==> src/design/battery_voltage_monitor_assert.svh <==
// assertion macros used by the battery voltage monitor back end
`ifndef BATTERY_VOLTAGE_MONITOR_ASSERT_SVH
`define BATTERY_VOLTAGE_MONITOR_ASSERT_SVH

// same-cycle implication, checked out of reset
`define BVM_ASSERT_NOW(lbl, ante, cons, msg) \
  lbl: assert property (@(posedge clk_i) disable iff (!rst_ni) (ante) |-> (cons)) \
    else $error(msg);

// next-cycle implication, checked out of reset
`define BVM_ASSERT_NEXT(lbl, ante, cons, msg) \
  lbl: assert property (@(posedge clk_i) disable iff (!rst_ni) (ante) |=> (cons)) \
    else $error(msg);

`endif

==> src/design/bvm_pkg.sv <==
// types and constants of the battery voltage monitor
`default_nettype none

package bvm_pkg;

  // default queue depths
  localparam int unsigned CMD_DEPTH = 2;
  localparam int unsigned RES_DEPTH = 2;

  // configuration register indexes
  localparam logic CFG_DEBOUNCE_LIMIT = 1'b0;
  localparam logic CFG_VALID_FLOOR    = 1'b1;

  // configuration reset values
  localparam logic [7:0] DEBOUNCE_LIMIT_RST = 8'd100;
  localparam logic [9:0] VALID_FLOOR_RST    = 10'd200;

  // voltage thresholds in adc counts
  localparam logic [9:0] V_CRIT_MAX  = 10'd345;
  localparam logic [9:0] V_START_MAX = 10'd355;
  localparam logic [9:0] V_L0_MAX    = 10'd350;
  localparam logic [9:0] V_L1_MAX    = 10'd360;
  localparam logic [9:0] V_L2_LO     = 10'd365;
  localparam logic [9:0] V_L2_MAX    = 10'd375;
  localparam logic [9:0] V_L3_LO     = 10'd380;
  localparam logic [9:0] V_L3_MAX    = 10'd390;
  localparam logic [9:0] V_L4_LO     = 10'd395;
  localparam logic [9:0] V_L4_MAX    = 10'd405;
  localparam logic [9:0] V_L5_LO     = 10'd410;
  localparam logic [9:0] V_L5_MAX    = 10'd500;

  // sample class decided by the front end
  typedef enum logic [2:0] {
    CLS_START_LOW,
    CLS_START_OTHER,
    CLS_CRIT,
    CLS_WARN,
    CLS_OTHER
  } cls_e;

  // classified sample handed to the back end
  typedef struct packed {
    cls_e       cls;
    logic       band_hit;
    logic [2:0] band;
    logic       menu_active;
  } cmd_t;

  // one result beat
  typedef struct packed {
    logic [2:0] battery_level;
    logic       icon_show;
    logic [2:0] icon_index;
    logic       enter_low_battery;
    logic       go_normal;
    logic       start_alarm;
    logic       primary_low;
    logic       low_voltage;
    logic       cancel_call;
  } res_t;

endpackage

`default_nettype wire

==> src/design/bvm_fifo.sv <==
// small register queue with simultaneous push and pop
`default_nettype none

module bvm_fifo #(
  parameter int unsigned WIDTH = 8,
  parameter int unsigned DEPTH = 2
) (
  input  wire logic             clk_i,
  input  wire logic             rst_ni,
  input  wire logic             push_i,
  input  wire logic [WIDTH-1:0] wdata_i,
  output logic                  full_o,
  input  wire logic             pop_i,
  output logic [WIDTH-1:0]      rdata_o,
  output logic                  empty_o
);

  localparam int unsigned PW = (DEPTH > 1) ? $clog2(DEPTH) : 1;
  localparam int unsigned CW = $clog2(DEPTH + 1);

  logic [WIDTH-1:0] mem_q [DEPTH];
  logic [PW-1:0]    wr_ptr_q, wr_ptr_d;
  logic [PW-1:0]    rd_ptr_q, rd_ptr_d;
  logic [CW-1:0]    count_q, count_d;
  logic             do_push, do_pop;

  assign full_o  = (count_q == CW'(DEPTH));
  assign empty_o = (count_q == '0);
  assign do_push = push_i && !full_o;
  assign do_pop  = pop_i && !empty_o;
  assign rdata_o = mem_q[rd_ptr_q];

  // pointer and fill count update
  always_comb begin
    wr_ptr_d = wr_ptr_q;
    rd_ptr_d = rd_ptr_q;
    count_d  = count_q;
    if (do_push) begin
      wr_ptr_d = (wr_ptr_q == PW'(DEPTH - 1)) ? '0 : wr_ptr_q + 1'b1;
    end
    if (do_pop) begin
      rd_ptr_d = (rd_ptr_q == PW'(DEPTH - 1)) ? '0 : rd_ptr_q + 1'b1;
    end
    if (do_push && !do_pop) begin
      count_d = count_q + 1'b1;
    end else if (do_pop && !do_push) begin
      count_d = count_q - 1'b1;
    end
  end

  always_ff @(posedge clk_i or negedge rst_ni) begin
    if (!rst_ni) begin
      wr_ptr_q <= '0;
      rd_ptr_q <= '0;
      count_q  <= '0;
    end else begin
      wr_ptr_q <= wr_ptr_d;
      rd_ptr_q <= rd_ptr_d;
      count_q  <= count_d;
    end
  end

  // storage, no reset needed
  always_ff @(posedge clk_i) begin
    if (do_push) begin
      mem_q[wr_ptr_q] <= wdata_i;
    end
  end

endmodule

`default_nettype wire

==> src/design/bvm_front.sv <==
// front end: configuration registers and sample classification
`default_nettype none

module bvm_front (
  input  wire logic       clk_i,
  input  wire logic       rst_ni,
  input  wire logic       cfg_valid_i,
  input  wire logic       cfg_index_i,
  input  wire logic [9:0] cfg_data_i,
  input  wire logic [9:0] sample_i,
  input  wire logic       start_phase_i,
  input  wire logic       menu_active_i,
  output bvm_pkg::cmd_t   cmd_o,
  output logic [7:0]      debounce_limit_o
);

  logic [7:0]    debounce_limit_q;
  logic [9:0]    valid_floor_q;
  logic          above_floor;
  logic          band_hit;
  logic [2:0]    band;
  bvm_pkg::cls_e cls;

  // configuration writes
  always_ff @(posedge clk_i or negedge rst_ni) begin
    if (!rst_ni) begin
      debounce_limit_q <= bvm_pkg::DEBOUNCE_LIMIT_RST;
      valid_floor_q    <= bvm_pkg::VALID_FLOOR_RST;
    end else if (cfg_valid_i) begin
      unique case (cfg_index_i)
        bvm_pkg::CFG_DEBOUNCE_LIMIT: debounce_limit_q <= cfg_data_i[7:0];
        bvm_pkg::CFG_VALID_FLOOR:    valid_floor_q    <= cfg_data_i;
        default: ;
      endcase
    end
  end

  assign debounce_limit_o = debounce_limit_q;
  assign above_floor      = (sample_i >= valid_floor_q);

  // level band, gaps give no hit
  always_comb begin
    band_hit = 1'b1;
    band     = 3'd0;
    priority if (sample_i <= bvm_pkg::V_L0_MAX && above_floor) begin
      band = 3'd0;
    end else if (sample_i <= bvm_pkg::V_L1_MAX && sample_i > bvm_pkg::V_L0_MAX) begin
      band = 3'd1;
    end else if (sample_i <= bvm_pkg::V_L2_MAX && sample_i > bvm_pkg::V_L2_LO) begin
      band = 3'd2;
    end else if (sample_i <= bvm_pkg::V_L3_MAX && sample_i > bvm_pkg::V_L3_LO) begin
      band = 3'd3;
    end else if (sample_i <= bvm_pkg::V_L4_MAX && sample_i > bvm_pkg::V_L4_LO) begin
      band = 3'd4;
    end else if (sample_i <= bvm_pkg::V_L5_MAX && sample_i > bvm_pkg::V_L5_LO) begin
      band = 3'd5;
    end else begin
      band_hit = 1'b0;
    end
  end

  // sample class
  always_comb begin
    priority if (start_phase_i) begin
      cls = (sample_i <= bvm_pkg::V_START_MAX && above_floor)
            ? bvm_pkg::CLS_START_LOW : bvm_pkg::CLS_START_OTHER;
    end else if (sample_i <= bvm_pkg::V_CRIT_MAX && above_floor) begin
      cls = bvm_pkg::CLS_CRIT;
    end else if (sample_i < bvm_pkg::V_START_MAX && sample_i > bvm_pkg::V_CRIT_MAX) begin
      cls = bvm_pkg::CLS_WARN;
    end else begin
      cls = bvm_pkg::CLS_OTHER;
    end
  end

  // command beat for the back end
  assign cmd_o = '{cls: cls, band_hit: band_hit, band: band, menu_active: menu_active_i};

endmodule

`default_nettype wire

==> src/design/bvm_back.sv <==
// back end: level, debounce counters, flags and result build
`default_nettype none

module bvm_back (
  input  wire logic       clk_i,
  input  wire logic       rst_ni,
  input  wire logic       cmd_empty_i,
  input  wire bvm_pkg::cmd_t cmd_i,
  output logic            cmd_pop_o,
  input  wire logic [7:0] debounce_limit_i,
  input  wire logic       res_full_i,
  output logic            res_push_o,
  output bvm_pkg::res_t   res_o
);

`include "battery_voltage_monitor_assert.svh"

  logic [2:0] level_q, level_d;
  logic [7:0] crit_cnt_q, crit_cnt_d;
  logic [7:0] warn_cnt_q, warn_cnt_d;
  logic [7:0] start_cnt_q, start_cnt_d;
  logic       low_volt_q, low_volt_d;
  logic       start_alarm_q, start_alarm_d;
  logic       primary_low_q, primary_low_d;
  logic [7:0] crit_inc, warn_inc, start_inc;
  logic       step;

  // one command per beat while there is room for its result
  assign step       = !cmd_empty_i && !res_full_i;
  assign cmd_pop_o  = step;
  assign res_push_o = step;

  assign crit_inc  = crit_cnt_q + 8'd1;
  assign warn_inc  = warn_cnt_q + 8'd1;
  assign start_inc = (start_cnt_q == 8'hFF) ? start_cnt_q : start_cnt_q + 8'd1;

  // state update and result fields
  always_comb begin
    level_d       = level_q;
    crit_cnt_d    = crit_cnt_q;
    warn_cnt_d    = warn_cnt_q;
    start_cnt_d   = start_cnt_q;
    low_volt_d    = low_volt_q;
    start_alarm_d = start_alarm_q;
    primary_low_d = primary_low_q;
    res_o         = '0;
    unique case (cmd_i.cls)
      bvm_pkg::CLS_START_LOW, bvm_pkg::CLS_START_OTHER: begin
        if (cmd_i.cls == bvm_pkg::CLS_START_LOW) begin
          start_cnt_d = start_inc;
          if (start_inc > debounce_limit_i) begin
            start_alarm_d = 1'b1;
          end
        end else begin
          start_cnt_d = '0;
        end
        if (cmd_i.band_hit) begin
          level_d          = cmd_i.band;
          res_o.icon_show  = 1'b1;
          res_o.icon_index = cmd_i.band;
        end
      end
      bvm_pkg::CLS_CRIT: begin
        crit_cnt_d = crit_inc;
        if (crit_inc >= debounce_limit_i) begin
          res_o.icon_show         = 1'b1;
          res_o.enter_low_battery = 1'b1;
          low_volt_d              = 1'b1;
          crit_cnt_d              = '0;
        end
        primary_low_d = 1'b0;
        warn_cnt_d    = '0;
      end
      bvm_pkg::CLS_WARN: begin
        warn_cnt_d = warn_inc;
        if (warn_inc >= debounce_limit_i) begin
          res_o.icon_show = 1'b1;
          res_o.go_normal = 1'b1;
          primary_low_d   = 1'b1;
          warn_cnt_d      = '0;
        end
      end
      bvm_pkg::CLS_OTHER: begin
        primary_low_d   = 1'b0;
        warn_cnt_d      = '0;
        res_o.go_normal = 1'b1;
        if (cmd_i.band_hit) begin
          level_d = cmd_i.band;
          if (!cmd_i.menu_active) begin
            res_o.icon_show  = 1'b1;
            res_o.icon_index = cmd_i.band;
          end
        end
        if (low_volt_q) begin
          res_o.cancel_call = 1'b1;
          low_volt_d        = 1'b0;
        end
      end
      default: ;
    endcase
    res_o.battery_level = level_d;
    res_o.start_alarm   = start_alarm_d;
    res_o.primary_low   = primary_low_d;
    res_o.low_voltage   = low_volt_d;
  end

  always_ff @(posedge clk_i or negedge rst_ni) begin
    if (!rst_ni) begin
      level_q       <= '0;
      crit_cnt_q    <= '0;
      warn_cnt_q    <= '0;
      start_cnt_q   <= '0;
      low_volt_q    <= 1'b0;
      start_alarm_q <= 1'b0;
      primary_low_q <= 1'b0;
    end else if (step) begin
      level_q       <= level_d;
      crit_cnt_q    <= crit_cnt_d;
      warn_cnt_q    <= warn_cnt_d;
      start_cnt_q   <= start_cnt_d;
      low_volt_q    <= low_volt_d;
      start_alarm_q <= start_alarm_d;
      primary_low_q <= primary_low_d;
    end
  end

  // checks on the back end state
  `BVM_ASSERT_NOW(a_level_range, 1'b1, level_q <= 3'd5, "battery level out of range")
  `BVM_ASSERT_NEXT(a_alarm_sticky, start_alarm_q, start_alarm_q, "start alarm cleared")
  `BVM_ASSERT_NOW(a_cancel_after_low, res_push_o && res_o.cancel_call,
                  low_volt_q && !res_o.low_voltage, "cancel without prior critical low")
  `BVM_ASSERT_NEXT(a_start_sat, step && start_cnt_q == 8'hFF &&
                   cmd_i.cls == bvm_pkg::CLS_START_LOW, start_cnt_q == 8'hFF,
                   "start counter wrapped")

endmodule

`default_nettype wire

==> src/design/battery_voltage_monitor.sv <==
// top level of the battery voltage monitor
//
// Input side is a queue: drive sample_i, start_phase_i and menu_active_i with
// push high; a beat is taken at a clock edge where push is high and full low.
// Result side is a queue too: while empty is low the oldest result sits on the
// result ports and is taken at an edge where pop is high.
// One result comes out for every sample, in order.
// A sample is classified on the way into the command queue; the back end
// evaluates it once it heads that queue and the result queue has room, and
// its result is registered in the result queue before it reaches the ports.
// Throughput: one sample per cycle, sustained, as long as results are popped;
// each back end step is one counter and flag update.
// A stalled receiver fills the result queue, then the command queue, and
// full rises; nothing is lost.
// Configuration: cfg_valid_i with cfg_index_i (0 debounce limit, 1 valid
// floor) and cfg_data_i; cfg_ready_o is always high. Write only while idle.
// Reset clears the level, counters, flags and both queues and loads the
// debounce limit with 100 and the valid floor with 200.
`default_nettype none

module battery_voltage_monitor #(
  parameter int unsigned CMD_DEPTH = bvm_pkg::CMD_DEPTH,
  parameter int unsigned RES_DEPTH = bvm_pkg::RES_DEPTH
) (
  input  wire logic       clk_i,
  input  wire logic       rst_ni,
  input  wire logic       cfg_valid_i,
  output logic            cfg_ready_o,
  input  wire logic       cfg_index_i,
  input  wire logic [9:0] cfg_data_i,
  input  wire logic       push,
  output logic            full,
  input  wire logic [9:0] sample_i,
  input  wire logic       start_phase_i,
  input  wire logic       menu_active_i,
  output logic            empty,
  input  wire logic       pop,
  output logic [2:0]      battery_level_o,
  output logic            icon_show_o,
  output logic [2:0]      icon_index_o,
  output logic            enter_low_battery_o,
  output logic            go_normal_o,
  output logic            start_alarm_o,
  output logic            primary_low_o,
  output logic            low_voltage_o,
  output logic            cancel_call_o
);

  localparam int unsigned CMD_W = $bits(bvm_pkg::cmd_t);
  localparam int unsigned RES_W = $bits(bvm_pkg::res_t);

  bvm_pkg::cmd_t   cmd_in, cmd_out;
  bvm_pkg::res_t   res_in, res_out;
  logic [CMD_W-1:0] cmd_rdata;
  logic [RES_W-1:0] res_rdata;
  logic [7:0]      debounce_limit;
  logic            cmd_empty, cmd_pop;
  logic            res_full, res_push;

  assign cfg_ready_o = 1'b1;

  // classify and hold configuration
  bvm_front u_front (
    .clk_i            (clk_i),
    .rst_ni           (rst_ni),
    .cfg_valid_i      (cfg_valid_i),
    .cfg_index_i      (cfg_index_i),
    .cfg_data_i       (cfg_data_i),
    .sample_i         (sample_i),
    .start_phase_i    (start_phase_i),
    .menu_active_i    (menu_active_i),
    .cmd_o            (cmd_in),
    .debounce_limit_o (debounce_limit)
  );

  // queue between front and back
  bvm_fifo #(
    .WIDTH (CMD_W),
    .DEPTH (CMD_DEPTH)
  ) u_cmd_fifo (
    .clk_i   (clk_i),
    .rst_ni  (rst_ni),
    .push_i  (push),
    .wdata_i (cmd_in),
    .full_o  (full),
    .pop_i   (cmd_pop),
    .rdata_o (cmd_rdata),
    .empty_o (cmd_empty)
  );

  assign cmd_out = bvm_pkg::cmd_t'(cmd_rdata);

  // state update
  bvm_back u_back (
    .clk_i            (clk_i),
    .rst_ni           (rst_ni),
    .cmd_empty_i      (cmd_empty),
    .cmd_i            (cmd_out),
    .cmd_pop_o        (cmd_pop),
    .debounce_limit_i (debounce_limit),
    .res_full_i       (res_full),
    .res_push_o       (res_push),
    .res_o            (res_in)
  );

  // result queue towards the receiver
  bvm_fifo #(
    .WIDTH (RES_W),
    .DEPTH (RES_DEPTH)
  ) u_res_fifo (
    .clk_i   (clk_i),
    .rst_ni  (rst_ni),
    .push_i  (res_push),
    .wdata_i (res_in),
    .full_o  (res_full),
    .pop_i   (pop),
    .rdata_o (res_rdata),
    .empty_o (empty)
  );

  assign res_out = bvm_pkg::res_t'(res_rdata);

  assign battery_level_o     = res_out.battery_level;
  assign icon_show_o         = res_out.icon_show;
  assign icon_index_o        = res_out.icon_index;
  assign enter_low_battery_o = res_out.enter_low_battery;
  assign go_normal_o         = res_out.go_normal;
  assign start_alarm_o       = res_out.start_alarm;
  assign primary_low_o       = res_out.primary_low;
  assign low_voltage_o       = res_out.low_voltage;
  assign cancel_call_o       = res_out.cancel_call;

endmodule

`default_nettype wire

==> config.mk <==
export PLATFORM = sky130hd
export DESIGN_NAME = battery_voltage_monitor
export DESIGN_NICKNAME = d
export VERILOG_FILES = /design/src/design/bvm_pkg.sv /design/src/design/bvm_fifo.sv /design/src/design/bvm_front.sv /design/src/design/bvm_back.sv /design/src/design/battery_voltage_monitor.sv
export VERILOG_INCLUDE_DIRS = /design/src /design/src/design
export SDC_FILE = /design/constraint.sdc
export NUM_CORES = 1
export LEC_CHECK = 0
export ABC_AREA = 1
export BUFFER_PORTS_ARGS = -buffer_cell sky130_fd_sc_hd__buf_2
export CAP_MARGIN = 20
export CORE_MARGIN = 8
export CORE_UTILIZATION = 33
export CTS_CLUSTER_SIZE = 8
export DETAILED_ROUTE_END_ITERATION = 6
export HOLD_SLACK_MARGIN = 0.15
export SLEW_MARGIN = 40
export SYNTH_ARGS = -nofsm -noshare
export SYNTH_HDL_FRONTEND = slang
export SYNTH_HIERARCHICAL = 1
export SYNTH_SLANG_ARGS = --single-unit
==> constraint.sdc <==
create_clock -name clk_i -period 3.1 [get_ports clk_i]
set_input_delay 0.62 -clock clk_i [delete_from_list [all_inputs] [get_ports clk_i]]
set_output_delay 0.62 -clock clk_i [all_outputs]
set_load 0.02 [all_outputs]
## Word-level counts from Yosys, hierarchy flattened

Memory sizes are Yosys's and may differ from the RTL's.
Cells that the tools add are included.

- Register bits: 56
- Bits in writable memories: 42
- Bits of input ports: 28
- Output and inout port bits: 16
- Logic and storage cells: 148
- Memories kept: 2

- Add/sub/neg operators: 11
- Order comparisons: 19
- Equal/unequal tests: 7
- Mux-type cells: 53
- Bitwise gates (word level): 1
- Reductions and logical operators: 40

Memories:

| memory | words | bits a word | rd ports | clocked after memory_dff | write ports | RTL line | text |
|---|---|---|---|---|---|---|---|
| u_res_fifo.mem_q | 2 | 13 | 1 | 0 | 1 | bvm_fifo.sv:21 | `logic [WIDTH-1:0] mem_q [DEPTH];` |
| u_cmd_fifo.mem_q | 2 | 8 | 1 | 0 | 1 | bvm_fifo.sv:21 |  |

Operators by type and width:

| kind | count |
|---|---|
| less-or-equal comparator 10 x 9 -> 1 bit, second input constant | 8 |
| > comparator 10 x 9 -> 1 bit, second input constant | 6 |
| two-way mux 3 bit | 11 |
| two-way mux 8 bit | 4 |
| two-way mux 1 bit | 25 |
| adder 8 x 1 -> 8 bit, second input constant | 3 |
| logical AND 1 bit | 18 |
| >= comparator 8 bit | 2 |
| one-hot mux 8 bit (2 select lines) | 1 |
| two-way mux 4 bit | 3 |
| >= comparator 10 bit | 1 |
| less-than comparator 10 x 9 -> 1 bit, second input constant | 1 |
| AND reduction 2 bit | 5 |
| == test 8 bit, second input constant | 1 |
| > comparator 8 bit | 1 |
| logical NOT 1 bit | 8 |
| two-way mux 2 bit | 4 |
| == test 3 x 2 -> 1 bit, second input constant | 2 |
| one-hot mux 1 bit (2 select lines) | 3 |
| one-hot mux 3 bit (2 select lines) | 1 |
| nonzero test 2 bit | 3 |
| adder 1 bit, second input constant | 4 |
| adder 2 x 1 -> 2 bit, second input constant | 2 |
| == test 2 bit, second input constant | 2 |
| 9 further kinds | 12 |

## Depth between registers and ports, before layout

- Word-level depth: 8
- Gate-level depth with buffers: 15

## Hierarchy

The synthesis kept the hierarchy.

By module, submodules not included:

| module | times used | cells an instance | area an instance (um^2) |
|---|---|---|---|
| bvm_back | 1 | 326 | 2374.8 |
| bvm_front | 1 | 222 | 1491.4 |
| bvm_fifo (u_res_fifo) | 1 | 99 | 1178.6 |
| bvm_fifo (u_cmd_fifo) | 1 | 73 | 809.5 |
| battery_voltage_monitor | 1 | 2 | 11.3 |

## Worst setup path before layout

Ideal clock, no wire load.

- Kind: register -> register
- From: register u_back.start_cnt_q[1]
- To: memory u_res_fifo/mem_q[0][3] (netlist bit), data pin
- Setup time: 0.252 ns
- Data arrival time: 1.938 ns
- Required time: 2.848 ns
- Setup slack: 0.910 ns
- Cell stages (with the launch flop): 15
- Cell sequence: dfrtp_1 > ha_1 > nand3_1 > nor2_2 > nand2_2 > nand2_1 > xor2_1 > inv_1 > ha_1 > a21oi_1 > o21a_1 > nand2_1 > nand2_1 > nand2_1 > buf_4

- Longest elaborated chain between the ends: 6
- Elaborated cells between the ends (all ways): 7
- Classes of those cells: add/sub: 1; order compare: 1; eq/ne: 1; mux: 4

Ends and longest elaborated chain:

| item | RTL line | text |
|---|---|---|
| start, declared | bvm_back.sv:21 | `logic [7:0] start_cnt_q, start_cnt_d;` |
| start signal, assigned | bvm_back.sv:120 | `start_cnt_q <= start_cnt_d;` |
| adder 8 x 1 -> 8 bit or == test 8 bit (tied branches) | bvm_back.sv:35 | `assign start_inc = (start_cnt_q == 8'hFF) ? start_cnt_q : start_cnt_q + 8'd1;` |
| two-way mux 8 bit * | bvm_back.sv:35 |  |
| > comparator 8 bit * | bvm_back.sv:51 | `if (start_inc > debounce_limit_i) begin` |
| two-way mux 1 bit * | bvm_back.sv:51 |  |
| two-way mux 1 bit * | bvm_back.sv:49 | `if (cmd_i.cls == bvm_pkg::CLS_START_LOW) begin` |
| two-way mux 1 bit * | bvm_back.sv:47 | `unique case (cmd_i.cls)` |
| via u_back.start_alarm_d | bvm_back.sv:23 | `logic start_alarm_q, start_alarm_d;` |
| end, declared | bvm_fifo.sv:21 |  |

The timed path passes the listed nets; every way through them passes the cells marked *.

==> qor.txt <==
Final Wtd Congestion - 0.860
Compound-gate portion of the synthesized area - 7.47%
Vias in the first global route - 4195
Initial Util - 33.8%
Sequential fraction of the synthesis area - 45.5%
Maximum clock insertion buffer count - 2
First-pass GRT wire length - 20.0 mm
Post-cts resize count - 0
Drt wl/cell - 11.5 um
FF-to-FF setup slack - 0.82 ns
Post-Synthesis Cells - 722
Min cycle time layout - 2.28 ns
Syn nets - 789
Crit path max fanout - 6
Setup Total Neg Slack - 0 ns
Maximum VDD drop - 0.462 mV
Adder-Cell Fraction of Synth Area - 8.32%
Via-per-instance ratio - 4.41
Leak pwr - 3.35 nW
Clock sink total - 98
Nets - 830
DRT antenna net count - 0
Top_reg_cell synth - dfrtp_1
Critical Path End Type - register
Largest family of logic cells by synthesized area - simple AND/OR/NAND/NOR gates
Initial antenna violation count - 0
Status - completed
PD cells - 803 mW/mm^2
Input/output buffers - 42
Worst R2R End - u_res_fifo/mem_q[1][3]
Period utilization - 73.4%
Psw - 0.00214 W
#FFs+latches synth - 98
Crit path top cell by count - nand2_1
DR vias - 4383
Power Internal - 0.00318 W
Layout Skew - 0.0138 ns
Drt pass-1 iters - 4
Grt ovf - 0
Delay-heaviest family, CP - simple AND/OR/NAND/NOR gates
CP startpoint kind - register
Syn_area_per_cell - 8.12 um^2
Die span in x - 149 um
Post-Syn Area - 0.00587 mm^2
Synth cell types - 36
P&R area growth vs syn - 12.9%
Die area - 0.0223 mm^2
Min-Delay Path Class - input pin to asynchronous set/reset pin
Largest net degree at the start of global routing - 57
Ant diodes - 0
CTS Hold Bufs - 0
Final wirelength - 11.4 mm
Post-synth EDFFs - 42
Max_cap viols - 0
Row count - 48
Clk slew on worst S/H paths - 0.08 ns
Non-Filler Instances - 993
Core region area - 0.0174 mm^2
Critical path's largest stage delay - 0.39 ns
Worst path bufs/invs - 1
Post-synthesis mux area share - 0%
Critical path's slowest cell - dfrtp_1
Hpwl dp - 8.70 mm
CTS H-tree lvls - 3
Max-slew violations - 0
Xor/xnor share of the synthesized area - 2.54%
Clock power share - 22.0%
Combinational Power Share - 39.4%
Chip Height - 149 um
Io pins - 44
DP Cell Count - 977
Clock Tree Root - clkbuf_16
Worst r2r path cells - 13
CTS tree - yes
Net Sw Frac - 40.2%
Post-CTS setup buffer count - 0
Initial DRC count - 195
Crit path DAT - 2.38 ns
Clock latency on the worst-skew pair - 0.35 ns
Total track usage - 11.1%
Final number of setup-violating endpoints - 0
CTS Buf Count - 9
Tightest Pin Transition - 0.683 ns
Ys Warns - 6
Endpoints failing hold - 0
Synth Area in Simple Gates - 27.8%
Worst reg2reg path startpoint - u_back/start_cnt_q[1]
Crit-path cells - ha_1, nand3_1, nor2_2, nand2_2, nand2_1, xor2_1, inv_1, ha_1, a21oi_1, o21a_1, nand2_1, nand2_1, nand2_1
Async SR Flop Fraction - 57.1%
Setup Crit Path Kind - register to register
Remaining DRCs - 0
Share of cells above drive strength 1 - 14.8%
Req. time, crit path - 3.21 ns
RSZ-0062 raised after global routing - false
Slew Limit Headroom - 54.3%
Maximum clock rate - 439 MHz
Flop pwr share - 38.6%
[cell usage after synthesis (10+ instances only)]
cell	number	share of area, %
nand2_1	246	16
inv_1	96	6.1
dfrtp_1	50	21
nor2_1	45	2.9
edfxtp_1	42	22
ha_1	39	8.3
nand3_1	36	3.1
o21ai_0	32	2.7
a21oi_1	17	1.5
xor2_1	12	1.8
inv_2	10	0.64
[metrics by stage]
stage / hold slack, ns / util [%] / instance area (um^2) / setup slack [ns] / total power (W)
finish: 0.247 / 38.1 / 6620 / 0.824 / 0.00532
global route: 0.273 / 38.1 / 6620 / 0.593 / 0.00580
detailed placement: 0.468 / 36.3 / 6300 / 0.839 / 0.00421
CTS: 0.261 / 38.1 / 6620 / 0.823 / 0.00541
floorplan: 0.324 / - / 5870 / 0.910 / 0.00366
global placement: 0.462 / 36.3 / 6300 / 0.887 / 0.00418
[placed cells by master, fill, tap and decap left out, types with 5 or more instances in the layout]
cell type and count:
xnor2_1 5, nand2_2 7, ha_1 39, o21ai_0 32, nand2_1 246, nand3b_1 6, nor2_2 8, dfstp_2 6
nor3_1 5, clkbuf_16 9, dfrtp_1 50, o21ai_2 5, nor2_1 45, o21a_1 5, inv_2 10, edfxtp_1 42
xor2_1 12, a21oi_1 17, nand3_1 36, inv_1 96, o21ai_1 6, nand4_1 7, buf_2 42
[routing by layer]
| metal | up-vias | wire, um | GRT usage, % |
|---|---|---|---|
| met3 | 8 | 580 | 2.85 |
| met2 | 84 | 4790 | 16.7 |
| met4 | 0 | 138 | 3.48 |
| met5 | - | 0 | 0 |
| met1 | 1914 | 5900 | 15.3 |
| li1 | 2377 | - | - |
[registers in the layout (all words and copies together) (netlist names), 2 cells and up]
name,cells
u_res_fifo/mem_q,26
u_cmd_fifo/mem_q,16
u_front/valid_floor_q,10
u_back/crit_cnt_q,8
u_back/start_cnt_q,8
u_back/warn_cnt_q,8
u_front/debounce_limit_o,8
u_back/level_q,3
u_cmd_fifo/count_q,2
u_res_fifo/count_q,2
[layout make-up]
cell class	instances	area, um^2
fill	1768	10700
multi-input combinational	503	2710
sequential	98	2670
inverter	106	398
tap	225	282
timing repair buffer	45	245
clock buffer	9	225
clock inverter	7	93.8
[power by group through the flow]
stage          combinational (W)  clock (W)  sequential [W]
6_report                 0.00210    0.00117         0.00205
5_1_grt                  0.00243    0.00127         0.00210
4_1_cts                  0.00214    0.00122         0.00205
3_5_place_dp             0.00213          0         0.00208
3_3_place_gp             0.00210          0         0.00207
2_1_floorplan            0.00166          0         0.00200
[worst max path at each step]
| stage | start | end | cells past startpoint |
|---|---|---|---|
| floorplan | u_back/start_cnt_q[1] | u_res_fifo/mem_q[0][3] | 14 |
| global placement | u_back/start_cnt_q[1] | u_res_fifo/mem_q[0][3] | 13 |
| detailed placement | u_back/start_cnt_q[1] | u_res_fifo/mem_q[0][3] | 13 |
| CTS | u_back/start_cnt_q[1] | u_res_fifo/mem_q[1][3] | 13 |
| global route | u_back/start_cnt_q[1] | u_res_fifo/mem_q[1][3] | 13 |
| finish | u_back/start_cnt_q[1] | u_res_fifo/mem_q[1][3] | 13 |
[cell families after synthesis]
family | Yosys count
other cells | 1
compound gates | 74
simple gates | 372
fa+ha+maj | 39
xor+xnor | 17
flops | 98
buf+inv | 121
No activity file was read; power rests on OpenSTA's default activity.
